--- src/sv/tdpc_pkg.sv ---
`timescale 1ns / 1ps
`default_nettype none
// ----------------------------------------------------------------------------
// tdpc_pkg
// Types, request codes and helpers shared by the timed dose pump controller.
// ----------------------------------------------------------------------------
package tdpc_pkg;

	localparam logic [2:0] REQ_TICK       = 3'd0;
	localparam logic [2:0] REQ_SET_ON     = 3'd1;
	localparam logic [2:0] REQ_SET_SPEED  = 3'd2;
	localparam logic [2:0] REQ_DISPENSE   = 3'd3;
	localparam logic [2:0] REQ_CAL_START  = 3'd4;
	localparam logic [2:0] REQ_CAL_RESULT = 3'd5;

	localparam logic [7:0]  LEVEL_STOP  = 8'd255;
	localparam logic [31:0] CAL_DEFAULT = 32'd70000;
	localparam logic [15:0] CAL_AMOUNT  = 16'd100;
	localparam logic [6:0]  PCT_MAX     = 7'd100;
	// ceil(2^22 / 100), exact floor for products up to 100 * 255
	localparam logic [15:0] RECIP_100   = 16'd41944;

	typedef struct packed {
		logic        running;
		logic [7:0]  speed_code;
		logic [31:0] ms_per_ml;
		logic [31:0] dose_start;
		logic [31:0] dose_end;
		logic [15:0] dose_target;
	} tdpc_entry_t;

	localparam tdpc_entry_t ENTRY_RESET = '{
		running:     1'b0,
		speed_code:  8'd0,
		ms_per_ml:   CAL_DEFAULT,
		dose_start:  32'd0,
		dose_end:    32'd0,
		dose_target: 16'd0
	};

	// value * 10, modulo 2^32
	function automatic logic [31:0] times_ten(input logic [31:0] value);
		return (value << 3) + (value << 1);
	endfunction

	// 255 - clamp(pct, 0, 100) * 255 / 100
	function automatic logic [7:0] speed_code_f(input logic signed [15:0] pct);
		logic [6:0]  c;
		logic [14:0] prod;
		logic [30:0] scaled;
		if (pct[15]) begin
			c = 7'd0;
		end else if (pct > 16'sd100) begin
			c = PCT_MAX;
		end else begin
			c = pct[6:0];
		end
		prod   = {c, 8'd0} - 15'(c);
		scaled = 31'(prod) * 31'(RECIP_100);
		return LEVEL_STOP - scaled[29:22];
	endfunction

endpackage
`default_nettype wire

--- src/sv/tdpc_ram.sv ---
`timescale 1ns / 1ps
`default_nettype none
// ----------------------------------------------------------------------------
// tdpc_ram
// Single-port-write, single-port-read RAM with a registered read.
// ----------------------------------------------------------------------------
module tdpc_ram #(
	parameter int WIDTH = 8,
	parameter int DEPTH = 2
) (
	input  wire logic                                  clk,
	input  wire logic                                  we,
	input  wire logic [(DEPTH > 1 ? $clog2(DEPTH) : 1)-1:0] waddr,
	input  wire logic [WIDTH-1:0]                      wdata,
	input  wire logic                                  re,
	input  wire logic [(DEPTH > 1 ? $clog2(DEPTH) : 1)-1:0] raddr,
	output logic      [WIDTH-1:0]                      rdata
);

	logic [WIDTH-1:0] mem [DEPTH];

	always_ff @(posedge clk) begin
		if (we) begin
			mem[waddr] <= wdata;
		end
		if (re) begin
			rdata <= mem[raddr];
		end
	end

endmodule
`default_nettype wire

--- src/sv/timed_dose_pump_controller.sv ---
`timescale 1ns / 1ps
`default_nettype none
// ----------------------------------------------------------------------------
// timed_dose_pump_controller
// Per-pump on flag, speed, calibration and timed dispense, state held in RAM.
//
// An item is taken on a clock edge with start high and busy low: req_type,
// pump_index, on_flag, speed_pct, amount_ml10 and now_ms. The pump entry is
// read from the state RAM, updated and written back. Exactly one result per
// item: done is high for one cycle with pump_number, pwm_level, pump_running
// and cal_ms_per_ml; the receiver must take it then.
// Steps: read (S_RD), update (S_CALC), the 32-step serial divider (S_DIV)
// when a tick or calibration result needs it, write-back (S_WB); a pump out of
// range skips S_CALC and S_DIV. busy falls in the result cycle, so the next
// item may be taken at its closing edge; no item is taken while one is in flight.
// Reset clears the control state and the per-entry valid bits; an entry not
// yet written reads as its reset value (off, code 0, 70000 ms/ml, no dose).
// ----------------------------------------------------------------------------
module timed_dose_pump_controller #(
	parameter int PUMP_COUNT = 2
) (
	input  wire logic               clk,
	input  wire logic               arst_n,
	input  wire logic               start,
	output logic                    busy,
	input  wire logic [2:0]         req_type,
	input  wire logic               pump_index,
	input  wire logic               on_flag,
	input  wire logic signed [15:0] speed_pct,
	input  wire logic [15:0]        amount_ml10,
	input  wire logic [31:0]        now_ms,
	output logic                    done,
	output logic                    pump_number,
	output logic [7:0]              pwm_level,
	output logic                    pump_running,
	output logic [31:0]             cal_ms_per_ml
);

	import tdpc_pkg::*;

	localparam int AW    = (PUMP_COUNT > 1) ? $clog2(PUMP_COUNT) : 1;
	localparam int EW    = $bits(tdpc_entry_t);

	localparam logic [2:0] S_IDLE = 3'd0;
	localparam logic [2:0] S_RD   = 3'd1;
	localparam logic [2:0] S_CALC = 3'd2;
	localparam logic [2:0] S_DIV  = 3'd3;
	localparam logic [2:0] S_WB   = 3'd4;

	logic [2:0]            state_q;
	logic [PUMP_COUNT-1:0] valid_q;
	logic                  accept;

	logic [2:0]            req_q;
	logic                  pump_q;
	logic [AW-1:0]         addr_q;
	logic                  in_range_q;
	logic                  on_q;
	logic signed [15:0]    speed_q;
	logic [15:0]           amount_q;
	logic [31:0]           now_q;

	tdpc_entry_t           rd_entry;
	tdpc_entry_t           ent_q;
	tdpc_entry_t           nxt;
	logic [EW-1:0]         rd_data;

	logic                  tick_go;
	logic                  cal_go;
	logic                  need_div;

	logic [31:0]           dvd_q;
	logic [31:0]           dvs_q;
	logic [31:0]           rem_q;
	logic [31:0]           quo_q;
	logic [4:0]            cnt_q;
	logic [32:0]           trial;

	logic                  done_q;
	logic                  pump_out_q;
	logic [7:0]            level_q;
	logic                  run_out_q;
	logic [31:0]           cal_out_q;

	assign busy   = (state_q != S_IDLE);
	assign accept = start && !busy;

	tdpc_ram #(
		.WIDTH (EW),
		.DEPTH (PUMP_COUNT)
	) u_state_ram (
		.clk   (clk),
		.we    (state_q == S_WB && in_range_q),
		.waddr (addr_q),
		.wdata (nxt),
		.re    (accept),
		.raddr (AW'(pump_index)),
		.rdata (rd_data)
	);

	assign rd_entry = valid_q[addr_q] ? tdpc_entry_t'(rd_data) : ENTRY_RESET;

	assign tick_go = ent_q.running && (ent_q.dose_start != 32'd0) &&
			(ent_q.dose_target != 16'd0) && (ent_q.ms_per_ml != 32'd0);
	assign cal_go  = (ent_q.dose_start != 32'd0) && (ent_q.dose_end != 32'd0) &&
			(ent_q.dose_end > ent_q.dose_start) && (amount_q != 16'd0);
	assign need_div = (req_q == REQ_TICK && tick_go) ||
			(req_q == REQ_CAL_RESULT && cal_go);

	assign trial = {rem_q, dvd_q[31]} - {1'b0, dvs_q};

	always_comb begin
		nxt = ent_q;
		case (req_q)
			REQ_TICK: begin
				if (tick_go && (quo_q[31] || quo_q >= 32'(ent_q.dose_target))) begin
					nxt.running  = 1'b0;
					nxt.dose_end = now_q;
				end
				if (!nxt.running) begin
					nxt.dose_target = 16'd0;
				end
			end
			REQ_SET_ON: begin
				nxt.running     = on_q;
				nxt.dose_start  = 32'd0;
				nxt.dose_target = 16'd0;
			end
			REQ_SET_SPEED: begin
				nxt.speed_code = speed_code_f(speed_q);
			end
			REQ_DISPENSE, REQ_CAL_START: begin
				nxt.dose_start  = now_q;
				nxt.dose_target = (req_q == REQ_DISPENSE) ? amount_q : CAL_AMOUNT;
				if (nxt.dose_target != 16'd0) begin
					nxt.running = 1'b1;
				end
			end
			REQ_CAL_RESULT: begin
				if (cal_go) begin
					nxt.ms_per_ml = quo_q;
				end
			end
			default: begin
			end
		endcase
	end

	always_ff @(posedge clk or negedge arst_n) begin
		if (!arst_n) begin
			state_q <= S_IDLE;
			valid_q <= '0;
			done_q  <= 1'b0;
		end else begin
			done_q <= 1'b0;
			case (state_q)
				S_IDLE: begin
					if (accept) begin
						state_q <= S_RD;
					end
				end
				S_RD: begin
					state_q <= in_range_q ? S_CALC : S_WB;
				end
				S_CALC: begin
					state_q <= need_div ? S_DIV : S_WB;
				end
				S_DIV: begin
					if (cnt_q == 5'd0) begin
						state_q <= S_WB;
					end
				end
				S_WB: begin
					if (in_range_q) begin
						valid_q[addr_q] <= 1'b1;
					end
					done_q  <= 1'b1;
					state_q <= S_IDLE;
				end
				default: begin
					state_q <= S_IDLE;
				end
			endcase
		end
	end

	always_ff @(posedge clk) begin
		if (accept) begin
			req_q      <= req_type;
			pump_q     <= pump_index;
			addr_q     <= AW'(pump_index);
			in_range_q <= (32'(pump_index) < 32'(PUMP_COUNT));
			on_q       <= on_flag;
			speed_q    <= speed_pct;
			amount_q   <= amount_ml10;
			now_q      <= now_ms;
		end
		if (state_q == S_RD) begin
			ent_q <= rd_entry;
		end
		if (state_q == S_CALC) begin
			rem_q <= 32'd0;
			quo_q <= 32'd0;
			cnt_q <= 5'd31;
			if (req_q == REQ_TICK) begin
				dvd_q <= times_ten(now_q - ent_q.dose_start);
				dvs_q <= ent_q.ms_per_ml;
			end else begin
				dvd_q <= times_ten(ent_q.dose_end - ent_q.dose_start);
				dvs_q <= 32'(amount_q);
			end
		end
		if (state_q == S_DIV) begin
			dvd_q <= {dvd_q[30:0], 1'b0};
			cnt_q <= cnt_q - 5'd1;
			if (!trial[32]) begin
				rem_q <= trial[31:0];
				quo_q <= {quo_q[30:0], 1'b1};
			end else begin
				rem_q <= {rem_q[30:0], dvd_q[31]};
				quo_q <= {quo_q[30:0], 1'b0};
			end
		end
		if (state_q == S_WB) begin
			pump_out_q <= pump_q;
			if (in_range_q) begin
				level_q   <= nxt.running ? nxt.speed_code : LEVEL_STOP;
				run_out_q <= nxt.running;
				cal_out_q <= nxt.ms_per_ml;
			end else begin
				level_q   <= LEVEL_STOP;
				run_out_q <= 1'b0;
				cal_out_q <= 32'd0;
			end
		end
	end

	assign done          = done_q;
	assign pump_number   = pump_out_q;
	assign pwm_level     = level_q;
	assign pump_running  = run_out_q;
	assign cal_ms_per_ml = cal_out_q;

	a_accept_busy: assert property (@(posedge clk) disable iff (!arst_n)
		start && !busy |=> busy)
		else $error("accepted item did not raise busy");

	a_done_idle: assert property (@(posedge clk) disable iff (!arst_n)
		done |-> !busy && $past(state_q == S_WB))
		else $error("result strobe outside write-back");

	a_div_nonzero: assert property (@(posedge clk) disable iff (!arst_n)
		state_q == S_DIV |-> dvs_q != 32'd0)
		else $error("divider running with zero divisor");

	a_level_run: assert property (@(posedge clk) disable iff (!arst_n)
		done && !pump_running |-> pwm_level == LEVEL_STOP)
		else $error("stopped pump reports a drive level");

endmodule
`default_nettype wire
--- config.mk ---
export PLATFORM = sky130hd
export DESIGN_NAME = timed_dose_pump_controller
export DESIGN_NICKNAME = d
export VERILOG_FILES = /design/src/sv/tdpc_pkg.sv /design/src/sv/tdpc_ram.sv /design/src/sv/timed_dose_pump_controller.sv
export SDC_FILE = /design/constraint.sdc
export NUM_CORES = 1
export LEC_CHECK = 0
export BUFFER_PORTS_ARGS = -buffer_cell sky130_fd_sc_hd__buf_2
export CAP_MARGIN = 10
export CORE_UTILIZATION = 65
export CTS_CLUSTER_DIAMETER = 200
export CTS_CLUSTER_SIZE = 24
export DETAILED_ROUTE_END_ITERATION = 10
export HOLD_SLACK_MARGIN = 0.06
export PLACE_DENSITY = 0.83
export SYNTH_ARGS = -nofsm -noshare
export SYNTH_HDL_FRONTEND = slang
export SYNTH_SLANG_ARGS = --single-unit
--- constraint.sdc ---
create_clock -name clk -period 26.3 [get_ports clk]
set_input_delay 3.945 -clock clk [delete_from_list [all_inputs] [get_ports clk]]
set_output_delay 3.945 -clock clk [all_outputs]
set_load 0.01 [all_outputs]
==> tab_implementation.tex, run 1 <==
\begin{tabular}{lr}
\hline
Metric & Value \\
\hline
\multicolumn{2}{l}{\textbf{Critical path}} \\
Crit path arrival time & slightly above 9 ns \\
Largest driver fanout on the critical path & 11 \\
Endpoint required time on the critical path & around 27 ns \\
Startpoint class of the critical path & register \\
Crit path capture type & register \\
Slowest CP cell & fa\_1 \\
Critical path type & register to register \\
Delay of the slowest critical-path stage & 0.53 ns \\
Buffers plus inverters on the worst setup path & 5 \\
Gate family responsible for the most delay along the worst path & compound AO/OA/AOI/OAI gates \\
\multicolumn{2}{l}{\textbf{Timing}} \\
Number of max-slew violations in the final report & 0 \\
Part of the cycle the worst path needs & 0.335 \\
Final setup fails & 0 \\
Actual slew at the worst max-slew pin & 1.26 ns \\
Clock skew & 0.0332 ns \\
Final Hold Fails & 0 \\
Time the worst path needs with I/O delays and setup & 8.80 ns \\
Unrepaired setup endpoints after global routing & no \\
Total negative slack for setup checks & 0 ns \\
Achievable clock frequency & 114 MHz \\
Headroom to the max-slew limit & 0.159 \\
\multicolumn{2}{l}{\textbf{Clock tree}} \\
Number of gates resized after cts & 0 \\
Number of clock sinks & approximately 730 \\
Number of H-tree levels & 2 \\
Max Root-Sink Buffers & 3 \\
Hold bufs inserted after CTS & 0 \\
Clock tree from TritonCTS & yes \\
Inserted Clock Buffers & 36 \\
\# Post-CTS Setup Buffers & 0 \\
Worst skew pair latency & a little over 0.6 ns \\
Clock transition time at the flip-flop clock pins of the worst setup and hold paths & roughly 0.1 ns \\
Clock Tree Root & clkbuf\_16 \\
\multicolumn{2}{l}{\textbf{Die}} \\
Die width & around 250 um \\
Io pins & 116 \\
Std cell rows & 90 \\
Die Outline Area & 0.0619 sq mm \\
Initial standard-cell utilization of the core & 0.657 \\
Die Span Y & $\sim$250 um \\
Core region area & 0.0602 sq mm \\
\multicolumn{2}{l}{\textbf{Cells and area}} \\
Fraction of layout cells with a size suffix above 1 & 0.112 \\
Nets@finish & 3677 \\
Area added between synthesis and finish & 6.26\% \\
Number of antenna diodes & 0 \\
\multicolumn{2}{l}{\textbf{Route}} \\
1st-iter DRT viols & 2396 \\
Per-cell via count in the routed design & between 6 and 7 \\
Via Count & 25400 \\
\# DRC & 0 \\
DRT Pass-1 Iters & 5 \\
Wirelength, routed & approximately 88 mm \\
Routed length per placed instance & 21.7 um \\
Final antenna-violating net count & 0 \\
\multicolumn{2}{l}{\textbf{Synth}} \\
Most repeated cell in the gate-level netlist after synthesis & edfxtp\_1 \\
Count of flip-flops with a built-in enable after synthesis & approximately 730 \\
Number of distinct library cell variants in the gate-level netlist after synthesis & 89 \\
Flop and latch count out of synthesis & between 700 and 800 \\
Post-synth top area cell & edfxtp\_1 \\
Top cell type's share of synthesized area & 0.552 \\
Post-synth design cell area & 0.0396 sq mm \\
Total nets after synthesis & $\sim$3600 \\
Average cell area after synthesis & 12.4 sq um \\
Yosys warning total & 0 \\
Top cells by area, synth & edfxtp\_1, ha\_1, mux2\_2 \\
Post-synth ARST share & 0.00819 \\
Top cells by count, synth & edfxtp\_1, inv\_1, ha\_1 \\
Share of synthesized area occupied by flip-flops and latches & 0.555 \\
Cell count after synthesis & around 3200 \\
Post-synth top flop & edfxtp\_1 \\
\multicolumn{2}{l}{\textbf{Global routing}} \\
Global-route wire length before repair & 139 mm \\
Vias in the first global route & between 20000 and 30000 \\
Total routing resource utilization after global routing & 0.285 \\
Pin count of the biggest net entering global routing & 74 \\
Remaining global-route overflow & 0 \\
Antenna violations before repair & 2 \\
\multicolumn{2}{l}{\textbf{Min path}} \\
Class of the tightest hold or removal check & register to register \\
\multicolumn{2}{l}{\textbf{Place}} \\
Weighted congestion at the end of routability-driven global placement & 0.923 \\
Final HPWL DP & approximately 62 mm \\
Count of buffers from port buffering & around 120 \\
\multicolumn{2}{l}{\textbf{Flow run}} \\
Number of max-cap violations & 0 \\
\multicolumn{2}{l}{\textbf{Outcome}} \\
Status & finished, final reports clean \\
\hline
\end{tabular}
[final cells by class]
class	instances	area [sq um]
flip-flops and latches	733	22000
fillers	4098	18200
multi-input cells	2062	16200
inverters	292	1100
well taps	782	978
clock buffers	50	953
repair buffers	143	788
clock inverters	4	61.3
[layout by cell type, fill, tap and decap left out, drive strengths merged, types with 7 or more instances in the layout]
| master | count |
|---|---|
| edfxtp | 727 |
| inv | 293 |
| ha | 267 |
| nand2 | 214 |
| mux2 | 185 |
| a21oi | 183 |
| nor2 | 152 |
| buf | 143 |
| nor2b | 134 |
| o21ai | 126 |
| xnor2 | 98 |
| fa | 70 |
| a21o | 52 |
| clkbuf | 50 |
| a22o | 46 |
| nor3 | 44 |
| nor4 | 41 |
| xor2 | 41 |
| nand2b | 40 |
| and3 | 39 |
| and2 | 30 |
| nand3 | 28 |
| o21a | 25 |
| o21bai | 25 |
| nand4 | 23 |
| a211oi | 23 |
| a31oi | 23 |
| o211ai | 18 |
| or2 | 15 |
| or3 | 11 |
| nand3b | 9 |
| o31ai | 7 |
[kinds of logic after synthesis]
| family | share of synthesized area |
|---|---|
| adder cells (fa/ha/maj) | 0.120 |
| AND/OR/NAND/NOR | 0.101 |
| multiplexers | 0.0542 |
| XOR/XNOR | 0.0317 |
| AO/OA/AOI/OAI | 0.101 |
| buffers and inverters | 0.0370 |
| flip-flops | 0.555 |
[final timing paths]
check	startpoint	endpoint	slack, ns	cells past startpoint
max in group asynchronous	arst_n	valid_q[0]$_DFFE_PN0P_	22.98	1
worst max register to register	speed_q[0]$_DFFE_PP_	pwm_level[7]$_SDFFCE_PN1P_	17.50	33
worst max-delay path	speed_q[0]$_DFFE_PP_	pwm_level[7]$_SDFFCE_PN1P_	17.50	33
min in group asynchronous	arst_n	done$_DFF_PN0_	3.14	1
worst min register to register	u_state_ram.rdata[88]$_DFFE_PP_	ent_q[88]$_SDFFCE_PN1P_	0.48	1
worst min-delay path	u_state_ram.rdata[88]$_DFFE_PP_	ent_q[88]$_SDFFCE_PN1P_	0.48	1
[worst reg2reg max path: cells and delay by family, from the launching register on]
kind | cells | cell delay (ns)
compound gates | 16 | 3.87
fa+ha+maj | 7 | 2.84
simple gates | 5 | 1.03
flops | 1 | 0.47
buf+inv | 5 | 0.31
[sequential cells by signal, summed over array words and instances, names as in the netlist, 2 cells and up]
| signal | cells |
|---|---|
| amount_q | 16 |
| cal_ms_per_ml | 32 |
| cnt_q | 5 |
| dvd_q | 31 |
| dvs_q | 32 |
| ent_q | 121 |
| now_q | 32 |
| pwm_level | 8 |
| quo_q | 32 |
| rem_q | 32 |
| req_q | 3 |
| speed_q | 16 |
| state_q | 3 |
| u_state_ram.mem | 242 |
| u_state_ram.rdata | 121 |
| valid_q | 2 |
[stage by stage]
stage                      util  cell area [sq um]  cells  worst slack [ns]  hold slack, ns
after floorplan               -              39600   3181             16.10           0.439
after global placement    0.681              41000   4012             17.89           0.484
after detailed placement  0.681              41000   4012             17.56           0.494
after CTS                 0.698              42100   4066             17.55           0.483
after global routing      0.698              42100   4066             17.00           0.526
final                     0.698              42100   4066             17.50           0.483
[layer usage]
| layer | routed length (um) | GRT usage | share of wire |
|---|---|---|---|
| met1 | 37900 | 0.398 | 0.43 |
| met2 | 42800 | 0.478 | 0.49 |
| met3 | 5010 | 0.0298 | 0.057 |
| met4 | 2460 | 0.0818 | 0.028 |
| met5 | 18 | 0 | 0.00020 |
Power of run 1 is not shown: default switching activity piles up to over one toggle a cycle in this logic, so the estimate is an artifact.
==> inputs of run 2 (changes only) <==
Settings changed: CORE_UTILIZATION 65 to 63, PLACE_DENSITY 0.83 to 0.8.
Clock period 26.3 ns to 8.44 ns, I/O delays scaled along.
==> tab_implementation.tex, run 2 (synthesis gave the netlist of run 1 again) <==
\begin{tabular}{lr}
\hline
Metric & Value \\
\hline
\multicolumn{2}{l}{\textbf{Outcome}} \\
Status & finished, final reports clean \\
\multicolumn{2}{l}{\textbf{Cells and area}} \\
Registers with the highest flip-flop counts & u\_state\_ram.mem (242), ent\_q (121), u\_state\_ram.rdata (121) \\
Most frequent standard cell in the layout excluding fill and tap cells & edfxtp\_1 \\
Fraction of layout cells with a size suffix above 1 & 0.120 (+0.00749) \\
Flip-flop count of the largest register after layout & 242 (unchanged) \\
Register with the most flip-flops & u\_state\_ram.mem \\
Nets@finish & 3697 (+0.54\%) \\
Number of antenna diodes & 0 (unchanged) \\
Post-Layout Cell Count & 4141 (+1.8\%) \\
Most used cells in the layout excluding fill and tap cells & edfxtp\_1, inv\_1, ha\_1 \\
Area added between synthesis and finish & 7.04\% \\
\multicolumn{2}{l}{\textbf{Critical path}} \\
Largest driver fanout on the critical path & 7 (-4) \\
Buffers plus inverters on the worst setup path & 6 (+1) \\
Crit path capture type & register \\
Critical path type & register to register \\
Delay of the slowest critical-path stage & 0.53 ns (about the same) \\
Slowest CP cell & fa\_1 \\
Crit path arrival time & 8.38 ns (-0.74 ns) \\
Startpoint class of the critical path & register \\
Gate family responsible for the most delay along the worst path & compound AO/OA/AOI/OAI gates \\
Endpoint required time on the critical path & 8.76 ns (-17.86 ns) \\
Slack of the worst reg-to-reg path & 0.38 ns (-17.12 ns) \\
\multicolumn{2}{l}{\textbf{Clock tree}} \\
Clock Tree Root & clkbuf\_16 \\
Number of H-tree levels & 2 (unchanged) \\
Max Root-Sink Buffers & 3 (unchanged) \\
Worst skew pair latency & 0.61 ns (about the same) \\
Inserted Clock Buffers & 36 (unchanged) \\
Clock tree from TritonCTS & yes \\
Number of clock sinks & 733 (unchanged) \\
Clock transition time at the flip-flop clock pins of the worst setup and hold paths & 0.11 ns (about the same) \\
\multicolumn{2}{l}{\textbf{Place}} \\
Count of buffers from port buffering & 115 (unchanged) \\
Final HPWL DP & 63.0 mm (+1.7\%) \\
Worst-case setup slack after placement & -0.275 ns (-17.83 ns) \\
Cell Count Post-Placement & 4078 (+1.6\%) \\
Weighted congestion at the end of routability-driven global placement & 0.919 (-0.49\%) \\
\multicolumn{2}{l}{\textbf{Die}} \\
Io pins & 116 (unchanged) \\
Core region area & 0.0619 sq mm (+2.8\%) \\
Die width & 253 um (+1.6\%) \\
Die Span Y & 253 um (+1.6\%) \\
Initial standard-cell utilization of the core & 0.639 (-0.0180) \\
Die Outline Area & 0.0638 sq mm (+3.1\%) \\
Std cell rows & 91 (+1.1\%) \\
\multicolumn{2}{l}{\textbf{Min path}} \\
Class of the tightest hold or removal check & primary input to asynchronous set/reset pin \\
\multicolumn{2}{l}{\textbf{Global routing}} \\
Vias in the first global route & 25700 (+1.5\%) \\
Remaining global-route overflow & 0 (unchanged) \\
Antenna violations before repair & 2 (unchanged) \\
Global-route wire length before repair & 140 mm (+0.67\%) \\
Total routing resource utilization after global routing & 0.283 (-0.00258) \\
Pin count of the biggest net entering global routing & 72 (-2.7\%) \\
\multicolumn{2}{l}{\textbf{Timing}} \\
Actual slew at the worst max-slew pin & 1.17 ns (-0.0917 ns) \\
Achievable clock frequency & 124 MHz (+9.2\%) \\
Headroom to the max-slew limit & 0.220 (+0.0612) \\
Final Hold Fails & 0 (unchanged) \\
Time the worst path needs with I/O delays and setup & 8.06 ns (-0.741 ns) \\
Clock skew & 0.0268 ns (-0.00637 ns) \\
Setup ws final & 0.381 ns (-17.12 ns) \\
Part of the cycle the worst path needs & 0.955 (+0.620) \\
Number of max-slew violations in the final report & 0 (unchanged) \\
Final setup fails & 0 (unchanged) \\
\multicolumn{2}{l}{\textbf{Route}} \\
Per-cell via count in the routed design & 6.15 (-1.4\%) \\
Final antenna-violating net count & 0 (unchanged) \\
Via Count & 25500 (+0.44\%) \\
\# DRC & 0 (unchanged) \\
Routed length per placed instance & 21.6 um (-0.54\%) \\
DRT Pass-1 Iters & 6 (+1) \\
1st-iter DRT viols & 2180 (-9.0\%) \\
Wirelength, routed & 89.3 mm (+1.3\%) \\
\multicolumn{2}{l}{\textbf{Flow run}} \\
Number of max-cap violations & 0 (unchanged) \\
\hline
\end{tabular}
## run 2: timing repair
item,CTS,global route
buffers inserted,0,7
hold endpoints to repair,0,0
gates resized for setup,4,9
hold buffers,0,0
setup endpoints to repair,10,11
pin swaps,0,5
## run 2: final timing paths
check | from | to | cells past startpoint
min | arst_n | state_q[2]$_DFFE_PN0P_ | 1
max in group asynchronous | arst_n | done$_DFF_PN0_ | 1
min in group clk | u_state_ram.rdata[85]$_DFFE_PP_ | ent_q[85]$_SDFFCE_PN1P_ | 1
max | speed_q[1]$_DFFE_PP_ | pwm_level[7]$_SDFFCE_PN1P_ | 34
min reg2reg | u_state_ram.rdata[85]$_DFFE_PP_ | ent_q[85]$_SDFFCE_PN1P_ | 1
max reg2reg | speed_q[1]$_DFFE_PP_ | pwm_level[7]$_SDFFCE_PN1P_ | 34
## run 2: per-layer routing
layer	up-vias	routed length, um	global-route usage
li1	11800	-	-
met1	12600	38600	0.391
met2	870	42500	0.464
met3	190	5090	0.0367
met4	2	3060	0.0952
met5	-	13	0
## run 2: metrics by stage
| step | util | setup TNS (ns) | instance area (sq um) | hold WS [ns] |
|---|---|---|---|---|
| after floorplan | - | 0 | 39600 | 0.439 |
| after global placement | 0.665 | -0.384 | 41200 | 0.488 |
| after detailed placement | 0.665 | -1.13 | 41200 | 0.492 |
| after CTS | 0.682 | 0 | 42200 | 0.468 |
| after global routing | 0.684 | -0.0446 | 42400 | 0.473 |
| final | 0.684 | 0 | 42400 | 0.486 |
## run 2: final cells by class
class                   instances  area, sq um
clock buffers                  50          953
fillers                      4457        19600
clock inverters                 4         61.3
flip-flops and latches        733        22000
inverters                     292         1100
well taps                     837         1050
multi-input cells            2062        16300
repair buffers                163          958
Power of run 2 is left out for the same reason.
